<file path="config.mk">
export PLATFORM = sky130hd
export DESIGN_NAME = per_key_block_average_filter
export DESIGN_NICKNAME = d
export VERILOG_FILES = /design/src/design/pkbaf_pkg.sv /design/src/design/pkbaf_div.sv /design/src/design/per_key_block_average_filter.sv
export SDC_FILE = /design/constraint.sdc
export NUM_CORES = 2
export LEC_CHECK = 0
export BUFFER_PORTS_ARGS = -buffer_cell sky130_fd_sc_hd__buf_2
export CAP_MARGIN = 20
export CORE_MARGIN = 5
export CORE_UTILIZATION = 40
export CTS_CLUSTER_DIAMETER = 150
export DETAILED_ROUTE_END_ITERATION = 12
export MAX_ROUTING_LAYER = met4
export PLACE_DENSITY = 0.67
export SYNTH_ARGS = -nofsm -noshare
export SYNTH_HDL_FRONTEND = slang
export SYNTH_SLANG_ARGS = --single-unit
</file>
<file path="constraint.sdc">
create_clock -name clk -period 6.95 [get_ports clk]
set_input_delay 0 -clock clk [delete_from_list [all_inputs] [get_ports clk]]
set_output_delay 0 -clock clk [all_outputs]
set_load 0.02 [all_outputs]
</file>
<file path="src/design/pkbaf_pkg.sv">
package pkbaf_pkg;

  localparam int KEYS           = 64;
  localparam int DEFAULT_FACTOR = 4;
  localparam int KEY_AW         = (KEYS > 1) ? $clog2(KEYS) : 1;
  localparam int SUM_W          = 24;
  localparam int STEP_W         = $clog2(SUM_W);

  localparam logic [1:0] OP_PROCESS    = 2'd0;
  localparam logic [1:0] OP_SET_FACTOR = 2'd1;
  localparam logic [1:0] OP_CLEAR      = 2'd2;
  localparam logic [1:0] OP_QUERY      = 2'd3;

  typedef struct packed {
    logic [SUM_W-1:0] wsum;
    logic [7:0]       wcount;
    logic [15:0]      wlast;
    logic [7:0]       wfactor;
  } entry_t;

  function automatic logic [7:0] nz_factor(input logic [7:0] f);
    nz_factor = (f == 8'd0) ? 8'd1 : f;
  endfunction

  localparam entry_t RESET_ENTRY = '{
    wsum: '0, wcount: 8'd0, wlast: 16'd0, wfactor: nz_factor(8'(DEFAULT_FACTOR))
  };

endpackage

</file>
<file path="src/design/pkbaf_div.sv">
module pkbaf_div import pkbaf_pkg::*; (
  input  logic             clk,
  input  logic             rst_n,
  input  logic             start,
  input  logic [SUM_W-1:0] dividend,
  input  logic [7:0]       divisor,
  output logic             done,
  output logic [SUM_W-1:0] quotient
);

  logic              busy_r;
  logic              done_r;
  logic [STEP_W-1:0] step_r;
  logic [SUM_W-1:0]  q_r;
  logic [7:0]        rem_r;
  logic [7:0]        divisor_r;
  logic [8:0]        trial;
  logic [8:0]        diff;
  logic              ge;

  // restoring divide, one quotient bit per cycle
  assign trial = {rem_r, q_r[SUM_W-1]};
  assign ge    = trial >= {1'b0, divisor_r};
  assign diff  = trial - {1'b0, divisor_r};

  always_ff @(posedge clk) begin
    if (!rst_n) begin
      busy_r <= 1'b0;
      done_r <= 1'b0;
      step_r <= '0;
    end else begin
      done_r <= 1'b0;
      if (start) begin
        busy_r <= 1'b1;
        step_r <= '0;
      end else if (busy_r) begin
        if (step_r == STEP_W'(SUM_W - 1)) begin
          busy_r <= 1'b0;
          done_r <= 1'b1;
        end
        step_r <= step_r + STEP_W'(1);
      end
    end
  end

  always_ff @(posedge clk) begin
    if (start) begin
      q_r       <= dividend;
      rem_r     <= 8'd0;
      divisor_r <= divisor;
    end else if (busy_r) begin
      rem_r <= ge ? diff[7:0] : trial[7:0];
      q_r   <= {q_r[SUM_W-2:0], ge};
    end
  end

  assign done     = done_r;
  assign quotient = q_r;

endmodule

</file>
<file path="src/design/per_key_block_average_filter.sv">
// a sample word on an in-range key runs S_EXEC, the divider in S_DIV, then S_WB;
// other words go from S_EXEC straight to S_WB; one word at a time, bound by the 24-step
// serial divider; a result not yet taken at the output holds the word in S_WB;
// in_ready drops after accept and returns once the result is in the output register
// reset clears control state and the per-key valid bits, so all keys read as
// zero sums with the default factor; no clearing pass is needed
module per_key_block_average_filter import pkbaf_pkg::*; (
  input  logic        clk,
  input  logic        rst_n,
  input  logic        in_valid,
  output logic        in_ready,
  input  logic [1:0]  in_opcode,
  input  logic [7:0]  in_key,
  input  logic [15:0] in_sample,
  input  logic [7:0]  in_window_factor,
  output logic        out_valid,
  input  logic        out_ready,
  output logic        out_ok,
  output logic        out_window_done,
  output logic [15:0] out_average,
  output logic [7:0]  out_count_now,
  output logic [15:0] out_last_value,
  output logic [7:0]  out_factor_now
);

  localparam logic [1:0] S_IDLE = 2'd0;
  localparam logic [1:0] S_EXEC = 2'd1;
  localparam logic [1:0] S_DIV  = 2'd2;
  localparam logic [1:0] S_WB   = 2'd3;

  logic [1:0]        state_r, state_nxt;
  entry_t            mem [KEYS];
  logic [KEYS-1:0]   vld_r;
  entry_t            rd_r;
  logic              rdv_r;
  logic [1:0]        op_r;
  logic              oor_r;
  logic [KEY_AW-1:0] idx_r;
  logic [15:0]       sample_r;
  logic [7:0]        newf_r;
  entry_t            work_r;
  logic [7:0]        cnt_r;
  logic              wdone_r;
  logic [15:0]       avg_r;

  logic              out_valid_r;
  logic              ok_r;
  logic              odone_r;
  logic [15:0]       oavg_r;
  logic [7:0]        ocount_r;
  logic [15:0]       olast_r;
  logic [7:0]        ofactor_r;

  logic              accept;
  logic              out_free;
  logic              wb_fire;
  entry_t            cur;
  logic [SUM_W-1:0]  proc_sum;
  logic [7:0]        proc_cnt;
  logic              div_start;
  logic              div_done;
  logic [SUM_W-1:0]  div_q;
  logic [7:0]        f_eff;
  logic [7:0]        cnt_mod;

  assign accept   = in_valid && in_ready;
  assign in_ready = (state_r == S_IDLE);
  assign out_free = !out_valid_r || out_ready;
  assign wb_fire  = (state_r == S_WB) && out_free;

  // an entry never written since reset reads as the reset value
  assign cur       = rdv_r ? rd_r : RESET_ENTRY;
  assign proc_sum  = cur.wsum + SUM_W'(sample_r);
  assign proc_cnt  = cur.wcount + 8'd1;
  assign div_start = (state_r == S_EXEC) && !oor_r && (op_r == OP_PROCESS);

  // count stays below the factor, so one subtract gives the modulo
  assign f_eff   = nz_factor(work_r.wfactor);
  assign cnt_mod = (cnt_r >= f_eff) ? cnt_r - f_eff : cnt_r;

  pkbaf_div u_div (
    .clk      (clk),
    .rst_n    (rst_n),
    .start    (div_start),
    .dividend (proc_sum),
    .divisor  (proc_cnt),
    .done     (div_done),
    .quotient (div_q)
  );

  always_comb begin
    state_nxt = state_r;
    unique case (state_r)
      S_IDLE: if (accept) state_nxt = S_EXEC;
      S_EXEC: state_nxt = div_start ? S_DIV : S_WB;
      S_DIV:  if (div_done) state_nxt = S_WB;
      S_WB:   if (out_free) state_nxt = S_IDLE;
      default: state_nxt = S_IDLE;
    endcase
  end

  always_ff @(posedge clk) begin
    if (!rst_n) begin
      state_r     <= S_IDLE;
      vld_r       <= '0;
      out_valid_r <= 1'b0;
    end else begin
      state_r <= state_nxt;
      if (wb_fire && !oor_r) vld_r[idx_r] <= 1'b1;
      if (wb_fire) out_valid_r <= 1'b1;
      else if (out_ready) out_valid_r <= 1'b0;
    end
  end

  // key store: read on accept, written back for in-range keys when the result is handed over
  always_ff @(posedge clk) begin
    if (accept) begin
      rd_r  <= mem[in_key[KEY_AW-1:0]];
      rdv_r <= vld_r[in_key[KEY_AW-1:0]];
    end
    if (wb_fire && !oor_r) mem[idx_r] <= work_r;
  end

  always_ff @(posedge clk) begin
    if (accept) begin
      op_r     <= in_opcode;
      oor_r    <= in_key >= 8'(KEYS);
      idx_r    <= in_key[KEY_AW-1:0];
      sample_r <= in_sample;
      newf_r   <= in_window_factor;
    end
    if (state_r == S_EXEC) begin
      wdone_r <= 1'b0;
      avg_r   <= 16'd0;
      cnt_r   <= proc_cnt;
      case (op_r)
        OP_PROCESS:    work_r <= '{wsum: proc_sum, wcount: cur.wcount, wlast: cur.wlast,
                                   wfactor: cur.wfactor};
        OP_SET_FACTOR: work_r <= '{wsum: '0, wcount: 8'd0, wlast: 16'd0,
                                   wfactor: nz_factor(newf_r)};
        OP_CLEAR:      work_r <= '{wsum: '0, wcount: 8'd0, wlast: 16'd0,
                                   wfactor: cur.wfactor};
        default:       work_r <= cur;
      endcase
    end
    if (state_r == S_DIV && div_done) begin
      avg_r         <= div_q[15:0];
      work_r.wlast  <= div_q[15:0];
      work_r.wcount <= cnt_mod;
      if (cnt_mod == 8'd0) begin
        work_r.wsum <= '0;
        wdone_r     <= 1'b1;
      end
    end
    if (wb_fire) begin
      ok_r      <= !oor_r;
      odone_r   <= oor_r ? 1'b0 : wdone_r;
      oavg_r    <= oor_r ? 16'd0 : avg_r;
      ocount_r  <= oor_r ? 8'd0 : work_r.wcount;
      olast_r   <= oor_r ? 16'd0 : work_r.wlast;
      ofactor_r <= oor_r ? 8'd0 : work_r.wfactor;
    end
  end

  assign out_valid       = out_valid_r;
  assign out_ok          = ok_r;
  assign out_window_done = odone_r;
  assign out_average     = oavg_r;
  assign out_count_now   = ocount_r;
  assign out_last_value  = olast_r;
  assign out_factor_now  = ofactor_r;

endmodule

</file>
Word-level counts from Yosys, hierarchy flattened
Memory sizes are Yosys's and may differ from the RTL's. A register that Yosys moved wholly into a read port is not among the register bits.
Index checks and enable logic that the tools add are counted.
Widths: inputs -> output; s select.
- register bits: 279
- latch bits: 0
- RAM bits: 3584
- memory bits (read-only): 0
- input bits: 38
- output and inout bits: 52
- word-level logic and storage cells: 106
- memories: 1
- add/subtract/negate cells: 5
- $mul: 0
- div/mod/pow operators: 0
- $lt $le $gt $ge: 6
- eq/ne operators: 9
- shift operators: 0
- muxes and demuxes: 33
- bitwise gates (word level): 3
- reduce and logical (&&, ||, !) cells: 21
- memories (memory ; depth ; bits a word ; read ports ; clocked after memory_dff ; write ports ; RTL line ; text):
    mem ; 64 ; 56 ; 1 ; 1 ; 1 ; per_key_block_average_filter.sv:32 ; entry_t mem [KEYS];
- operators by type and width (operator ; number):
    $pmux 56 s3 ; 1
    $mux 56 ; 2
    $mux 24 ; 3
    $or 64x64->64 ; 1
    $mux 48 ; 1
    $mux 16 ; 2
    $mux 8 ; 4
    $add 24x16->24 ; 1
    $logic_not 8->1 ; 3
    $sub 8x8->8 ; 2
    $lt 6x7->1 const B ; 2
    $mux 1 ; 14
    $ge 9x8->1 ; 1
    $add 8x1->8 const B ; 1
    $ge 8x7->1 const B ; 1
    $ge 8x8->1 ; 1
    $pmux 2 s4 ; 1
    $logic_and 1x1->1 ; 7
    $bmux 1 s6 ; 1
    $demux 1 s6 ; 1
    $eq 2x2->1 const B ; 3
    $ge 6x1->1 const B ; 1
    $mux 2 ; 3
    $reduce_bool 2->1 ; 3
    other kinds (12) ; 17

Depth between registers and ports, before layout
- word-level depth: 7
- depth in mapped cells: 14
- depth with buffers taken out: 13

Modules after synthesis
Synthesis repeated with hierarchy kept, for this count alone.
- cell total of the unflattened synthesis: 6241
- area total of the unflattened synthesis: 149980.1 sq um
- by module, submodules not included (module ; times used ; cells each ; area each (sq um) ; sequential area each (sq um)):
    per_key_block_average_filter ; 1 ; 6060 ; 147702.9 ; 115350.6
    pkbaf_div ; 1 ; 181 ; 2277.2 ; 1261.2

Least setup slack after synthesis
No wires, ideal clock.
- kind: flip-flop to flip-flop
- start point: register state_r[0]
- end point: memory mem[51][0] (netlist name), enable pin
- library setup time: 472 ps
- arrival time: 5389 ps
- required time: 6478 ps
- setup slack: 1089 ps
- stages on the path, launching flop included: 8
- path buffers: 1
- cell sequence: dfxtp_1 -> ha_1 -> nor2b_1 -> clkbuf_1 -> and2_1 -> nor2b_1 -> nand3_1 -> nor2_1
- cells in the longest elaborated chain, start to end: 5
- RTL lines (element ; RTL line ; text):
    from (decl) ; per_key_block_average_filter.sv:31 ; logic [1:0] state_r, state_nxt;
    from (signal assigned) ; per_key_block_average_filter.sv:108 ; state_r <= state_nxt;
    $eq 2x2->1 ; per_key_block_average_filter.sv:69 ; assign wb_fire = (state_r == S_WB) && out_free;
    $logic_and 1x1->1 ; per_key_block_average_filter.sv:69 ;
    named net wb_fire ; per_key_block_average_filter.sv:56 ; logic wb_fire;
    $logic_and 1x1->1 ; per_key_block_average_filter.sv:121 ; if (wb_fire && !oor_r) mem[idx_r] <= work_r;
    $mux 1 ; per_key_block_average_filter.sv:121 ;
    $mux 1 (implied by the code) ; per_key_block_average_filter.sv:121 ;
    to (decl) ; per_key_block_average_filter.sv:32 ;
The timed path passes the listed nets, and every way through them passes these cells.

Worst setup path in the final report
- start point: register work_r[4] (netlist name)
- end point: register work_r[47] (netlist name)
- cells in the longest elaborated chain, start to end: 7
- elaborated cells between the ends (all ways): 8
- classes of those cells: add/sub: 1; order compare: 1; mux: 4; reduce/logical: 2
- RTL lines (element ; RTL line ; text):
    from (decl) ; per_key_block_average_filter.sv:41 ; entry_t work_r;
    from (signal assigned) ; per_key_block_average_filter.sv:137 ; OP_PROCESS: work_r <= '{wsum: proc_sum, wcount: cur.wcount, wlast: cur.wlast,
    from (signal assigned) ; per_key_block_average_filter.sv:139 ; OP_SET_FACTOR: work_r <= '{wsum: '0, wcount: 8'd0, wlast: 16'd0,
    from (signal assigned) ; per_key_block_average_filter.sv:141 ; OP_CLEAR: work_r <= '{wsum: '0, wcount: 8'd0, wlast: 16'd0,
    $logic_not 8->1 ; pkbaf_pkg.sv:22 ; nz_factor = (f == 8'd0) ? 8'd1 : f;
    $mux 8 * ; pkbaf_pkg.sv:22 ;
    $sub 8x8->8 / $ge 8x8->1 (equally long branches) ; per_key_block_average_filter.sv:79 ; assign cnt_mod = (cnt_r >= f_eff) ? cnt_r - f_eff : cnt_r;
    $mux 8 * ; per_key_block_average_filter.sv:79 ;
    $logic_not 8->1 * ; per_key_block_average_filter.sv:150 ; if (cnt_mod == 8'd0) begin
    $mux 24 * ; per_key_block_average_filter.sv:150 ;
    $mux 48 * ; per_key_block_average_filter.sv:146 ; if (state_r == S_DIV && div_done) begin
Every way passes the cells marked *; elsewhere a longest branch is shown, timed or not.
A chain may end at the register's enable or synchronous reset.

==> qor.yml <==
run_status:
  outcome: "finished clean"
worst_setup_path:
  cp_slowest_cell: "sky130_fd_sc_hd__a211oi_2"
  worst_ep_required_time_ps: 7730
  crit_path_max_incr_delay_ps: 820
  critical_path.endpoint_type: "flop"
  critical_path_peak_fanout: 66
  timing.rr.end: "work_r[47]$_DFF_P_"
  timing.rr.start: "work_r[4]$_DFFE_PP_"
  path_cells: "buf_4 > nor4_1 > a41o_1 > ha_1 > inv_1 > fa_1 > nand3_1 > a311oi_1 > a211oi_2 > a221oi_1 > a21oi_1 > o211ai_1 > or3_1 > and2_1"
  cp-start-kind: "flop"
  worstPathArrival_ps: 5310
  reg2reg_slack_ps: 2420
  criticalPathCategory: "reg2reg"
  timing.reg2reg.worst_path_depth: 14
global_route:
  grt_pass1_vias: 71214
  grt_max_degree: 104
  globalRouteOverflowTotal: 0
  gr-usage-all-layers_pct: 20.9
  antenna_violations_before_repair: 27
  grt_pass1_wl_mm: 562
pwr:
  fin_total_pwr_mw: 56.1
  vdd_ir_drop_max_uv: 309
  power_density_nw_per_um2: 328
  power_leakage_nw: 53.3
synth:
  syn_avg_cell_area_sq_um: 23.9
  synth_enable_flop_cells: 3812
  total_nets_after_synthesis: 6341
  syn-instance-count: 6262
  netlist_top_cells_count: "sky130_fd_sc_hd__edfxtp_1 (3,812), sky130_fd_sc_hd__mux4_2 (1,189), sky130_fd_sc_hd__clkbuf_1 (198), sky130_fd_sc_hd__nor2_1 (126), sky130_fd_sc_hd__dfxtp_1 (107)"
  ys_warn_count: 0
  yosysMostFrequentCell: "sky130_fd_sc_hd__edfxtp_1"
  yosys_register_bits: 3919
  yosysSeqAreaShare_pct: 77.8
  async_reset_ff_share_pct: 0
  netlist.top_cell.by_area: "sky130_fd_sc_hd__edfxtp_1"
  cells_taking_the_most_area_after_synthesis: "sky130_fd_sc_hd__edfxtp_1 (76%), sky130_fd_sc_hd__mux4_2 (18%), sky130_fd_sc_hd__dfxtp_1 (1.4%)"
  synth_top_cell_area_share_pct: 76.3
  synth_cell_type_count: 64
  synth_top_flop_cell: "sky130_fd_sc_hd__edfxtp_1"
  synth_area_sq_um: 150000
cts:
  worst_skew_pair.late_latency_ps: 910
  tritoncts: "yes"
  total_cts_buffers: 370
  ctsLongestPathBuffers: 4
  clkTransAtPathRegs_ps: 70
  post_cts.repair.setup_buffers: 0
  post_cts_resize_count: 0
  clockRootBuffer: "sky130_fd_sc_hd__clkbuf_16"
  clock_sink_count: 3919
  level_count_of_the_clock_h_tree: 5
  post_cts_hold_buffer_count: 64
layout:
  drive_above_1_share_pct: 30.7
  final_net_count: 6784
  area_growth_from_synthesis_to_layout_pct: 14.1
floorplan:
  floorplan.core_area_sq_um: 373000
  floorplan.die_area_sq_um: 387000
  die_width_microns: 622
  num_rows: 224
  floorplan.initialDensity_pct: 40.2
  io_pins: 90
  die_height_microns: 622
routing:
  number_of_drc_markers_after_the_initial_detailed_route_iteration: 10746
  route.final.wire_length_mm: 401
  route.detailed.vias_per_inst: 5.96
  remaining_antenna_violation_count: 0
  drt-pass1-iter-count: 5
  detail_route.wl_per_cell_microns: 33.4
  vias: 71410
  post-route-drc-count: 0
timing:
  setup_total_negative_slack_ps: 0
  report.final.hold_viol_count: 0
  transition_time_of_the_tightest_slew_check_pin_ps: 1130
  post-route-period-util_pct: 65.2
  grt_setup_unrepaired: "false"
  period_minus_slack_ps: 4530
  max_clock_freq_mhz: 221
  setup_viol_count_final: 0
  pins_over_slew_limit: 0
  fin_skew_ps: 50.4
  relSlewSlack_pct: 24.7
min_path:
  hold_start: "in_key[0]"
  worst_hold_path.num_cells: 2
  timing.hold.worst.class: "in2reg"
  min_to: "idx_r[0]$_DFFE_PP_"
run:
  max-cap-violations: 0
placement:
  gp_congestion: 0.864
  detailed_place_hpwl_mm: 213
  io_port_bufs: 89
-- critical path, delay by kind of cell (launching register included) --
family          cells  cell delay [ps]
compound gates      6             1690
fa+ha+maj           2              560
buf+inv             2              370
flops               1              370
simple gates        4             1390
-- layout by cell type (no fill, tap or decap), types with 8 or more instances in the layout --
cell                            synthesis  routed
sky130_fd_sc_hd__inv_1                 39      39
sky130_fd_sc_hd__nor2_1               126      62
sky130_fd_sc_hd__clkbuf_1             198      75
sky130_fd_sc_hd__clkinv_1               1      68
sky130_fd_sc_hd__mux2_2                11      11
sky130_fd_sc_hd__a21o_1                23      23
sky130_fd_sc_hd__bufinv_16              0      50
sky130_fd_sc_hd__dlygate4sd3_1          0      64
sky130_fd_sc_hd__nand3b_1              13      13
sky130_fd_sc_hd__dfxtp_1              107      95
sky130_fd_sc_hd__xnor2_1               15      15
sky130_fd_sc_hd__inv_6                  0       9
sky130_fd_sc_hd__o211ai_1               8       8
sky130_fd_sc_hd__o21ai_0               73      73
sky130_fd_sc_hd__clkbuf_16              0     381
sky130_fd_sc_hd__buf_2                 63      83
sky130_fd_sc_hd__and2_1                23      22
sky130_fd_sc_hd__nand4_1               11      11
sky130_fd_sc_hd__clkinvlp_4             0      11
sky130_fd_sc_hd__edfxtp_1            3812    3812
sky130_fd_sc_hd__a21oi_1               43      43
sky130_fd_sc_hd__diode_2                0      10
sky130_fd_sc_hd__nand2_1              104     103
sky130_fd_sc_hd__mux2i_1               17      17
sky130_fd_sc_hd__nand3_1               23      22
sky130_fd_sc_hd__mux4_2              1189    1189
sky130_fd_sc_hd__buf_4                 21     195
sky130_fd_sc_hd__o21a_1                70      70
sky130_fd_sc_hd__nor2b_1               54      53
sky130_fd_sc_hd__o21ai_1                8       8
sky130_fd_sc_hd__nor2_4                 0      64
sky130_fd_sc_hd__dfxtp_2                0      12
sky130_fd_sc_hd__clkbuf_8               0      11
sky130_fd_sc_hd__buf_12                 0      36
sky130_fd_sc_hd__ha_1                  38      37
sky130_fd_sc_hd__xor2_1                21      21
sky130_fd_sc_hd__and3_1                17      17
sky130_fd_sc_hd__or3_1                  8       8
sky130_fd_sc_hd__clkinv_2               0      63
-- final cells by class --
class	instances	area (sq um)
Timing Repair Buffer	387	3420
Clock buffer	469	9980
Fill cell	30171	202000
Inverter	40	150
Tap cell	4972	6220
Clock inverter	207	2340
Antenna cell	10	25.0
Sequential cell	3919	117000
Multi-Input combinational cell	1987	32300
-- metal layers --
metal | track usage [%] | vias to the layer above | routed length (microns)
met1 | 27.8 | 38571 | 147000
li1 | - | 27754 | -
met3 | 4.86 | 749 | 47100
met2 | 32.7 | 4336 | 194000
met4 | 5.96 | 0 | 12600
met5 | - | - | 0
-- cell families (layout without fill, tap and decap cells) --
logic type               Yosys count  after routing  synth area share, %
buffers and inverters            356           1103                 1.04
XOR/XNOR                          36             36                0.210
adder cells (fa/ha/maj)           41             41                0.357
AND/OR/NAND/NOR                  408            408                 1.32
other                              0             10                    0
multiplexers                    1217           1217                 18.1
flip-flops                      3919           3919                 77.8
AO/OA/AOI/OAI                    285            285                 1.25
-- worst max-delay path by stage --
stage | slack, ps | start | depth (start not counted) | endpoint
6_report | 2420 | work_r[4]$_DFFE_PP_ | 14 | work_r[47]$_DFF_P_
5_1_grt | 2140 | work_r[4]$_DFFE_PP_ | 14 | work_r[47]$_DFF_P_
4_1_cts | 2450 | work_r[4]$_DFFE_PP_ | 14 | work_r[47]$_DFF_P_
3_5_place_dp | 2530 | work_r[4]$_DFFE_PP_ | 14 | work_r[47]$_DFF_P_
3_3_place_gp | 2390 | work_r[4]$_DFFE_PP_ | 14 | work_r[47]$_DFF_P_
2_1_floorplan | 1090 | state_r[0]$_SDFFE_PN0P_ | 7 | mem[51][0]$_DFFE_PP_
-- sequential cells by signal, summed over array words and instances, names as in the netlist, 24 cells and up --
register	cells
rd_r	56
vld_r	64
mem	3584
u_div.quotient	24
work_r	56
-- power breakdown --
part / leakage, nW / internal [mW] / total (mW) / switching [mW]
logic: 11.9 / 1.58 / 6.18 / 4.60
clock network: 6.02 / 12.0 / 20.6 / 8.62
registers: 35.4 / 28.9 / 29.3 / 0.409
total: 53.3 / 42.5 / 56.1 / 13.6
-- through the flow --
step           utilization [%]  area (sq um)  hold WS, ps  setup WS [ps]  cells
3_5_place_dp              42.4        158000          180           2530  11236
6_report                  45.9        171000          126           2420  11991
3_3_place_gp              42.4        158000          183           2390  11233
4_1_cts                   45.9        171000         43.6           2450  11976
2_1_floorplan                -        150000         98.9           1090   6262
5_1_grt                   45.9        171000         87.1           2140  11984
Power figures use the tool's default switching activity.
